===== config.mk =====
export PLATFORM = sky130hd
export DESIGN_NAME = spline_coeff_fitter
export DESIGN_NICKNAME = d
export VERILOG_FILES = /design/src/hw/rtl/scf_pkg.sv /design/src/hw/rtl/scf_front.sv /design/src/hw/rtl/scf_queue.sv /design/src/hw/rtl/scf_back.sv /design/src/hw/rtl/spline_coeff_fitter.sv
export SDC_FILE = /design/constraint.sdc
export NUM_CORES = 2
export LEC_CHECK = 0
export BUFFER_PORTS_ARGS = -buffer_cell sky130_fd_sc_hd__buf_2
export CORE_MARGIN = 2
export CORE_UTILIZATION = 61
export CTS_CLUSTER_SIZE = 14
export DETAILED_ROUTE_END_ITERATION = 10
export PLACE_DENSITY = 0.78
export SYNTH_ARGS = -nofsm -noshare
export SYNTH_HDL_FRONTEND = slang
export SYNTH_SLANG_ARGS = --single-unit

===== constraint.sdc =====
create_clock -name clk -period 10.2 [get_ports clk]
set_input_delay 0 -clock clk [delete_from_list [all_inputs] [get_ports clk]]
set_output_delay 0 -clock clk [all_outputs]
set_load 0.02 [all_outputs]

===== src/hw/rtl/scf_pkg.sv =====
package scf_pkg;

  // fixed field widths
  localparam int SAMPLE_W  = 19;
  localparam int COEF_W    = 22;
  localparam int INV_W     = 17;
  localparam int SEG_W     = 4;
  localparam int CFG_IDX_W = 2;

  localparam int FRAC_BITS  = 16;
  localparam int MAX_POINTS = 16;
  localparam int K_W        = $clog2(MAX_POINTS);

  // twice-value coefficients: at most 9 * 2^SAMPLE_W in magnitude
  localparam int TWICE_W = SAMPLE_W + 6;
  localparam int PROD_W  = TWICE_W + INV_W + 1;

  localparam int QDEPTH = 4;
  localparam int QA_W   = $clog2(QDEPTH);

  localparam logic [INV_W-1:0] INV_RESET = INV_W'(1 << FRAC_BITS);

  localparam logic [CFG_IDX_W-1:0] REG_INV_STRIDE      = CFG_IDX_W'(0);
  localparam logic [CFG_IDX_W-1:0] REG_INV_STRIDE_SQ   = CFG_IDX_W'(1);
  localparam logic [CFG_IDX_W-1:0] REG_INV_STRIDE_CUBE = CFG_IDX_W'(2);

  // what the closing or current point produces
  typedef enum logic [1:0] {
    KIND_FEW,     // bin of a single point
    KIND_LINEAR,  // bin of two points
    KIND_FIRST,   // first (quadratic) segment
    KIND_INNER    // Catmull-Rom segment
  } kind_t;

  typedef struct packed {
    logic [SAMPLE_W-1:0] w0;
    logic [SAMPLE_W-1:0] w1;
    logic [SAMPLE_W-1:0] w2;
    logic [SAMPLE_W-1:0] y;
    logic [K_W-1:0]      k;
    kind_t               kind;
    logic                pair;  // closing quadratic segment follows
  } job_t;

  typedef struct packed {
    logic valid;
    job_t job;
  } q_head_t;

  typedef struct packed {
    logic [INV_W-1:0] lin;
    logic [INV_W-1:0] quad;
    logic [INV_W-1:0] cubic;
  } scale_t;

endpackage


===== src/hw/rtl/scf_front.sv =====
module scf_front import scf_pkg::*; (
  input  logic                clk,
  input  logic                rst,
  input  logic                in_valid,
  output logic                in_stall,
  input  logic [SAMPLE_W-1:0] ratio,
  input  logic                last_point,
  input  logic                q_full,
  output logic                push,
  output job_t                push_job
);

  logic [SAMPLE_W-1:0] window [3];
  logic [K_W-1:0]      points_seen;
  logic [K_W:0]        kp;
  logic                accept;
  logic                bin_end;
  kind_t               kind;

  assign in_stall = q_full;
  assign accept   = in_valid && !q_full;
  assign kp       = {1'b0, points_seen};
  assign bin_end  = last_point || (points_seen == K_W'(MAX_POINTS - 1));

  always_comb begin
    priority if (kp == (K_W+1)'(0)) begin
      kind = KIND_FEW;
    end else if (kp == (K_W+1)'(1)) begin
      kind = KIND_LINEAR;
    end else if (kp == (K_W+1)'(2)) begin
      kind = KIND_FIRST;
    end else begin
      kind = KIND_INNER;
    end
  end

  // results come only once a segment is complete or the bin closes
  assign push          = accept && (bin_end || kp >= (K_W+1)'(2));
  assign push_job.w0   = window[0];
  assign push_job.w1   = window[1];
  assign push_job.w2   = window[2];
  assign push_job.y    = ratio;
  assign push_job.k    = points_seen;
  assign push_job.kind = kind;
  assign push_job.pair = bin_end && kp >= (K_W+1)'(2);

  always_ff @(posedge clk) begin
    if (rst) begin
      points_seen <= '0;
    end else if (accept) begin
      points_seen <= bin_end ? '0 : points_seen + K_W'(1);
    end
  end

  always_ff @(posedge clk) begin
    if (rst) begin
      window[0] <= '0;
      window[1] <= '0;
      window[2] <= '0;
    end else if (accept) begin
      window[0] <= window[1];
      window[1] <= window[2];
      window[2] <= ratio;
    end
  end

endmodule


===== src/hw/rtl/scf_queue.sv =====
module scf_queue import scf_pkg::*; (
  input  logic    clk,
  input  logic    rst,
  input  logic    push,
  input  job_t    push_job,
  output logic    full,
  input  logic    pop,
  output q_head_t head
);

  job_t            mem [QDEPTH];
  logic [QA_W-1:0] wr_ptr;
  logic [QA_W-1:0] rd_ptr;
  logic [QA_W:0]   count;

  assign full       = (count == (QA_W+1)'(QDEPTH));
  assign head.valid = (count != '0);
  assign head.job   = mem[rd_ptr];

  always_ff @(posedge clk) begin
    if (rst) begin
      wr_ptr <= '0;
      rd_ptr <= '0;
      count  <= '0;
    end else begin
      if (push) begin
        wr_ptr <= wr_ptr + QA_W'(1);
      end
      if (pop) begin
        rd_ptr <= rd_ptr + QA_W'(1);
      end
      if (push && !pop) begin
        count <= count + (QA_W+1)'(1);
      end else if (pop && !push) begin
        count <= count - (QA_W+1)'(1);
      end
    end
  end

  always_ff @(posedge clk) begin
    if (push) begin
      mem[wr_ptr] <= push_job;
    end
  end

endmodule


===== src/hw/rtl/scf_back.sv =====
module scf_back import scf_pkg::*; (
  input  logic              clk,
  input  logic              rst,
  input  q_head_t           head,
  output logic              pop,
  input  scale_t            scale,
  output logic              out_valid,
  input  logic              out_stall,
  output logic [SEG_W-1:0]  segment,
  output logic [COEF_W-1:0] coef_cubic,
  output logic [COEF_W-1:0] coef_quad,
  output logic [COEF_W-1:0] coef_lin,
  output logic [COEF_W-1:0] coef_const,
  output logic              last_segment,
  output logic              too_few_points
);

  localparam logic [PROD_W:0] LIM_POS  = (PROD_W+1)'(2**(COEF_W-1) - 1);
  localparam logic [PROD_W:0] LIM_NEG  = (PROD_W+1)'(2**(COEF_W-1));
  localparam logic [PROD_W:0] HALF_LSB = (PROD_W+1)'(2**FRAC_BITS);

  // round to nearest, halves away from zero, drop FRAC_BITS+1 bits, saturate
  function automatic logic [COEF_W-1:0] round_sat(input logic signed [PROD_W-1:0] p);
    logic [PROD_W-1:0] mag;
    logic [PROD_W:0]   r;
    logic [COEF_W-1:0] res;
    mag = p[PROD_W-1] ? PROD_W'(-p) : PROD_W'(p);
    r   = ({1'b0, mag} + HALF_LSB) >> (FRAC_BITS + 1);
    if (!p[PROD_W-1]) begin
      res = (r > LIM_POS) ? LIM_POS[COEF_W-1:0] : r[COEF_W-1:0];
    end else begin
      res = (r >= LIM_NEG) ? LIM_NEG[COEF_W-1:0] : COEF_W'(-r);
    end
    return res;
  endfunction

  function automatic logic signed [TWICE_W-1:0] ext(input logic [SAMPLE_W-1:0] s);
    return $signed({{(TWICE_W-SAMPLE_W){1'b0}}, s});
  endfunction

  // issue stage
  logic                       sub;
  logic                       issue;
  logic                       out_en, s2_en, s1_en;
  logic signed [TWICE_W-1:0]  w0, w1, w2, yy, s2, m0, m1;
  logic signed [TWICE_W-1:0]  a2_n, b2_n, c2_n;
  logic [SAMPLE_W-1:0]        d_n;
  logic [SEG_W-1:0]           seg_n;
  logic                       last_n, few_n;
  logic [K_W:0]               kx;

  // stage 1: twice-value coefficients
  logic                       v1;
  logic signed [TWICE_W-1:0]  a2, b2, c2;
  logic [SAMPLE_W-1:0]        d1;
  logic [SEG_W-1:0]           seg1;
  logic                       last1, few1;

  // stage 2: scaled products
  logic                       v2;
  logic signed [PROD_W-1:0]   pa, pb, pc;
  logic [SAMPLE_W-1:0]        d2;
  logic [SEG_W-1:0]           seg2;
  logic                       last2, few2;

  assign out_en = !out_valid || !out_stall;
  assign s2_en  = !v2 || out_en;
  assign s1_en  = !v1 || s2_en;
  assign issue  = head.valid && s1_en;
  assign pop    = issue && (!head.job.pair || sub);

  assign w0 = ext(head.job.w0);
  assign w1 = ext(head.job.w1);
  assign w2 = ext(head.job.w2);
  assign yy = ext(head.job.y);
  assign s2 = yy - w1;
  assign m0 = w2 - w0;
  assign m1 = yy - w1;
  assign kx = {1'b0, head.job.k};

  always_comb begin
    a2_n   = '0;
    b2_n   = '0;
    c2_n   = '0;
    d_n    = '0;
    seg_n  = '0;
    last_n = 1'b0;
    few_n  = 1'b0;
    if (sub) begin
      // closing quadratic, slope fixed at its inner end
      b2_n   = (yy <<< 1) - (w2 <<< 1) - s2;
      c2_n   = s2;
      d_n    = head.job.w2;
      seg_n  = SEG_W'(kx - (K_W+1)'(1));
      last_n = 1'b1;
    end else begin
      unique case (head.job.kind)
        KIND_FEW: begin
          last_n = 1'b1;
          few_n  = 1'b1;
        end
        KIND_LINEAR: begin
          c2_n   = (yy - w2) <<< 1;
          d_n    = head.job.w2;
          last_n = 1'b1;
        end
        KIND_FIRST: begin
          b2_n = (w1 <<< 1) - (w2 <<< 1) + s2;
          c2_n = (w2 <<< 2) - (w1 <<< 2) - s2;
          d_n  = head.job.w1;
        end
        KIND_INNER: begin
          a2_n  = (w1 <<< 2) - (w2 <<< 2) + m0 + m1;
          b2_n  = (w2 <<< 2) + (w2 <<< 1) - (w1 <<< 2) - (w1 <<< 1) - (m0 <<< 1) - m1;
          c2_n  = m0;
          d_n   = head.job.w1;
          seg_n = SEG_W'(kx - (K_W+1)'(2));
        end
        default: begin
          few_n = 1'b0;
        end
      endcase
    end
  end

  always_ff @(posedge clk) begin
    if (rst) begin
      sub       <= 1'b0;
      v1        <= 1'b0;
      v2        <= 1'b0;
      out_valid <= 1'b0;
    end else begin
      if (issue) begin
        sub <= head.job.pair && !sub;
      end
      if (s1_en) begin
        v1 <= issue;
      end
      if (s2_en) begin
        v2 <= v1;
      end
      if (out_en) begin
        out_valid <= v2;
      end
    end
  end

  always_ff @(posedge clk) begin
    if (issue) begin
      a2    <= a2_n;
      b2    <= b2_n;
      c2    <= c2_n;
      d1    <= d_n;
      seg1  <= seg_n;
      last1 <= last_n;
      few1  <= few_n;
    end
    if (s2_en && v1) begin
      pa    <= a2 * $signed({1'b0, scale.cubic});
      pb    <= b2 * $signed({1'b0, scale.quad});
      pc    <= c2 * $signed({1'b0, scale.lin});
      d2    <= d1;
      seg2  <= seg1;
      last2 <= last1;
      few2  <= few1;
    end
    if (out_en && v2) begin
      coef_cubic     <= round_sat(pa);
      coef_quad      <= round_sat(pb);
      coef_lin       <= round_sat(pc);
      coef_const     <= COEF_W'(d2);
      segment        <= seg2;
      last_segment   <= last2;
      too_few_points <= few2;
    end
  end

`ifndef SYNTHESIS
  a_few_zero: assert property (@(posedge clk) disable iff (rst)
    out_valid && too_few_points |-> last_segment && coef_cubic == '0 &&
      coef_quad == '0 && coef_lin == '0 && coef_const == '0)
    else $error("single-point bin result not cleared");

  a_pop_valid: assert property (@(posedge clk) disable iff (rst)
    pop |-> head.valid)
    else $error("queue popped while empty");

  a_pair_second: assert property (@(posedge clk) disable iff (rst)
    issue && head.job.pair && !sub |=> sub && head.valid)
    else $error("closing segment of a pair lost");
`endif

endmodule


===== src/hw/rtl/spline_coeff_fitter.sv =====
// A result reaches the output register through the queue write, the coefficient stage, the
//   multiply stage and the round/saturate stage.
// Throughput: one item per cycle unless in_stall; a closing point after two or more points
//   yields two segments via the single output register; a 4-deep job queue absorbs them.
// Reset (rst, synchronous, active high): clears bin count, queue, pipeline valids and
//   sets all three reciprocal strides to 1.0.
module spline_coeff_fitter import scf_pkg::*; (
  input  logic                 clk,
  input  logic                 rst,
  // sample channel
  input  logic                 in_valid,
  output logic                 in_stall,
  input  logic [SAMPLE_W-1:0]  ratio,
  input  logic                 last_point,
  // coefficient channel
  output logic                 out_valid,
  input  logic                 out_stall,
  output logic [SEG_W-1:0]     segment,
  output logic [COEF_W-1:0]    coef_cubic,
  output logic [COEF_W-1:0]    coef_quad,
  output logic [COEF_W-1:0]    coef_lin,
  output logic [COEF_W-1:0]    coef_const,
  output logic                 last_segment,
  output logic                 too_few_points,
  // configuration writes
  input  logic                 cfg_write,
  input  logic [CFG_IDX_W-1:0] cfg_index,
  input  logic [INV_W-1:0]     cfg_data
);

  scale_t  scale;
  logic    push;
  job_t    push_job;
  logic    q_full;
  logic    pop;
  q_head_t head;

  // Reciprocal strides, unsigned Q1.16. Any 17-bit value is taken as given;
  // writes to an unused index are dropped.
  always_ff @(posedge clk) begin
    if (rst) begin
      scale.lin   <= INV_RESET;
      scale.quad  <= INV_RESET;
      scale.cubic <= INV_RESET;
    end else if (cfg_write) begin
      unique case (cfg_index)
        REG_INV_STRIDE:      scale.lin   <= cfg_data;
        REG_INV_STRIDE_SQ:   scale.quad  <= cfg_data;
        REG_INV_STRIDE_CUBE: scale.cubic <= cfg_data;
        default: begin
          scale.lin <= scale.lin;
        end
      endcase
    end
  end

  // Front end: keeps the three-sample window and the point count of the
  // current bin, classifies each point and queues a job when it completes
  // a segment or closes the bin. Stalls only when the queue is full.
  scf_front u_front (
    .clk        (clk),
    .rst        (rst),
    .in_valid   (in_valid),
    .in_stall   (in_stall),
    .ratio      (ratio),
    .last_point (last_point),
    .q_full     (q_full),
    .push       (push),
    .push_job   (push_job)
  );

  // Job queue: lets the front keep taking samples while the back end is
  // emitting the second segment of a closing point or the consumer stalls.
  scf_queue u_queue (
    .clk      (clk),
    .rst      (rst),
    .push     (push),
    .push_job (push_job),
    .full     (q_full),
    .pop      (pop),
    .head     (head)
  );

  // Back end: per job, one or two segments; twice-value coefficients, then
  // the stride multiplies, then rounding and Q5.16 saturation.
  scf_back u_back (
    .clk            (clk),
    .rst            (rst),
    .head           (head),
    .pop            (pop),
    .scale          (scale),
    .out_valid      (out_valid),
    .out_stall      (out_stall),
    .segment        (segment),
    .coef_cubic     (coef_cubic),
    .coef_quad      (coef_quad),
    .coef_lin       (coef_lin),
    .coef_const     (coef_const),
    .last_segment   (last_segment),
    .too_few_points (too_few_points)
  );

endmodule

==> impl_metrics.json <==
{
  "status": "completed",
  "path_depth": 29,
  "synth_area_um2": 92400,
  "synthTopCellsByCount": "inv_1 (1659), fa_1 (1334), nand2_1 (1125), edfxtp_1 (734), and2_1 (614)",
  "postCtsSetupBuffers": 0,
  "whs_path_depth": 2,
  "routed-via-count": 66900,
  "ctsHoldBuffers": 59,
  "start_util": 0.616,
  "crit_type": "register to register",
  "first_iter_violations": 5493,
  "cpMostUsedCell": "inv_1",
  "postSynthCellCount": 9197,
  "reg2reg_depth": 29,
  "drive_gt1_frac": 0.0559,
  "drtPass1Iterations": 8,
  "finalCritPeriodShare": 0.792,
  "syn_to_final_growth_pct": 6.24,
  "rrSetupSlack_ps": 2130,
  "wl_per_cell_um": 20.5,
  "startpoint_type": "register",
  "yosys_warnings": 0,
  "critPathArrivalTime_ps": 8500,
  "slew_headroom": 0.153,
  "synth_top_area_share": 0.289,
  "grt_pass1_vias": 70300,
  "cts_tree": "built",
  "crit_family": "compound AO/OA/AOI/OAI gates",
  "ys.flop_type": "edfxtp_1",
  "cts_sinks": 802,
  "die_area_um2": 155000,
  "rows": 142,
  "synth_async_sr_flop_share": 0,
  "antenna_found_initial": 7,
  "finalSetupTns_ps": 0,
  "grt_pass1_wl_mm": 371,
  "overflow": 0,
  "cts.clk_slew.worst_paths_ps": 70,
  "crit_end": "u_back.b2[24]",
  "netlist.top_cell.by_area": "fa_1",
  "die_w_um": 393,
  "clkLatencyLatePin_ps": 720,
  "clock_path_buffers": 3,
  "core_area_um2": 150000,
  "cts-root-buf": "clkbuf_16",
  "cts_resized": 0,
  "synth_seq_cells": 802,
  "place_hpwl_mm": 174,
  "skew_ps": 73.7,
  "maxSlewViolCount": 0,
  "hold_viol": 0,
  "synthTopCellsByArea": "fa_1 (29%), edfxtp_1 (24%), ha_1 (7.7%)",
  "crit_slowest_cell": "o41ai_1",
  "required_ps": 10630,
  "setup_viol": 0,
  "routabilityCongestion": 0.948,
  "post-route-drc-count": 0,
  "synth_cell_types": 114,
  "worstMarginPinSlew_ps": 1270,
  "min_period_ps": 8070,
  "grt_setup_unrepaired": "no",
  "hp-class": "primary input to register",
  "synth_edf_count": 734,
  "endpoint_kind": "register",
  "io_buffer_count": 136,
  "worst-path-buf-inv": 4,
  "yosysSeqAreaShare": 0.253,
  "synth_most_common_cell": "inv_1",
  "viasPerCell": 5.94,
  "cpPeakStageDelay_ps": 640,
  "io_pins": 140,
  "rr_endpoint": "u_back.b2[24]",
  "nNetsFinal": 11100,
  "grt_max_degree": 83,
  "fmaxAchievable_mhz": 124,
  "syn_avg_cell_area_um2": 10.0,
  "ant_nets": 0,
  "die-height_um": 393,
  "cts-htree-levels": 3,
  "drt_wl_total_mm": 230,
  "gr-usage-all-layers": 0.306,
  "cap_violations": 0,
  "crit_fanout": 18,
  "cts_inserted_buffers": 86
}
==> flip-flops by register name, indices dropped and copies added, names as in the netlist, 19 cells and up, named ones only <==
| register | count |
|---|---|
| u_back.d1 | 19 |
| u_back.coef_const | 19 |
| u_back.coef_cubic | 22 |
| u_back.pc | 43 |
| u_front.window | 57 |
| u_back.b2 | 25 |
| u_back.coef_lin | 22 |
| u_back.pa | 43 |
| u_back.c2 | 25 |
| u_queue.mem | 332 |
| u_back.d2 | 19 |
| scale | 51 |
| u_back.pb | 43 |
| u_back.coef_quad | 22 |
| u_back.a2 | 25 |
==> layout make-up <==
type / count / area [um^2]
multi-input combinational: 6361 / 61400
fill: 11500 / 52000
sequential: 802 / 23400
inverter: 1660 / 6230
tap: 2016 / 2520
clock buffer: 107 / 2260
timing repair buffer: 248 / 1670
clock inverter: 52 / 708
antenna: 3 / 7.51
==> layer usage <==
metal	GRT usage	up-vias	part of all wire
met5	0	-	0.00012
met4	0.112	4	0.037
met3	0.0494	582	0.082
met2	0.512	2940	0.48
met1	0.405	33700	0.40
li1	-	29700	-
==> stage by stage <==
stage / area [um^2] / worst slack, ps / utilization / hold WS [ps] / instances
detailed placement: 94600 / 2250 / 0.630 / 235 / 11000
floorplan: 92400 / 1960 / - / 98.9 / 9199
global placement: 94600 / 2270 / 0.630 / 223 / 11000
global route: 98200 / 1600 / 0.654 / 46.1 / 11200
CTS: 98200 / 2170 / 0.654 / 1.69 / 11200
finish: 98200 / 2130 / 0.654 / 34.5 / 11200
==> worst reg2reg max path, delay by kind of cell (launching register included) <==
kind	cells	cell delay, ps
AO/OA/AOI/OAI	13	3290
XOR/XNOR	2	700
adder cells (fa/ha/maj)	5	1820
buffers and inverters	4	340
flip-flops	1	580
multiplexers	1	550
AND/OR/NAND/NOR	4	510
==> cell families after synthesis <==
kind of cell	synth area share
compound gates	0.0896
flops	0.253
fa+ha+maj	0.366
buf+inv	0.0833
simple gates	0.142
other cells	0.0000406
xor+xnor	0.0412
mux	0.0253
==> worst min path at each step <==
stage / start / to / slack [ps]
after detailed placement: ratio[14] / u_queue.mem[2][21] / 230
after global routing: ratio[9] / u_queue.mem[2][16] / 50
after floorplan: ratio[3] / u_queue.mem[0][10] / 100
after CTS: ratio[8] / u_queue.mem[3][15] / 2
final: ratio[8] / u_queue.mem[3][15] / 30
after global placement: ratio[6] / u_queue.mem[2][13] / 220
==> cell usage in the layout (no fill, tap or decap), types with 65 or more instances in the layout <==
| cell type | n |
|---|---|
| clkbuf_16 | 87 |
| nor3_1 | 100 |
| fa_1 | 1334 |
| a21o_1 | 138 |
| nand3_1 | 103 |
| mux4_2 | 83 |
| nand2_1 | 1125 |
| and2_1 | 610 |
| a21oi_1 | 370 |
| xnor2_1 | 261 |
| ha_1 | 566 |
| inv_1 | 1658 |
| dfxtp_1 | 65 |
| o21ai_0 | 216 |
| nor2_1 | 314 |
| xor2_1 | 172 |
| edfxtp_1 | 734 |
| buf_2 | 136 |
Power is not shown: default switching activity piles up to over one toggle a cycle in this logic, so the estimate is an artifact.
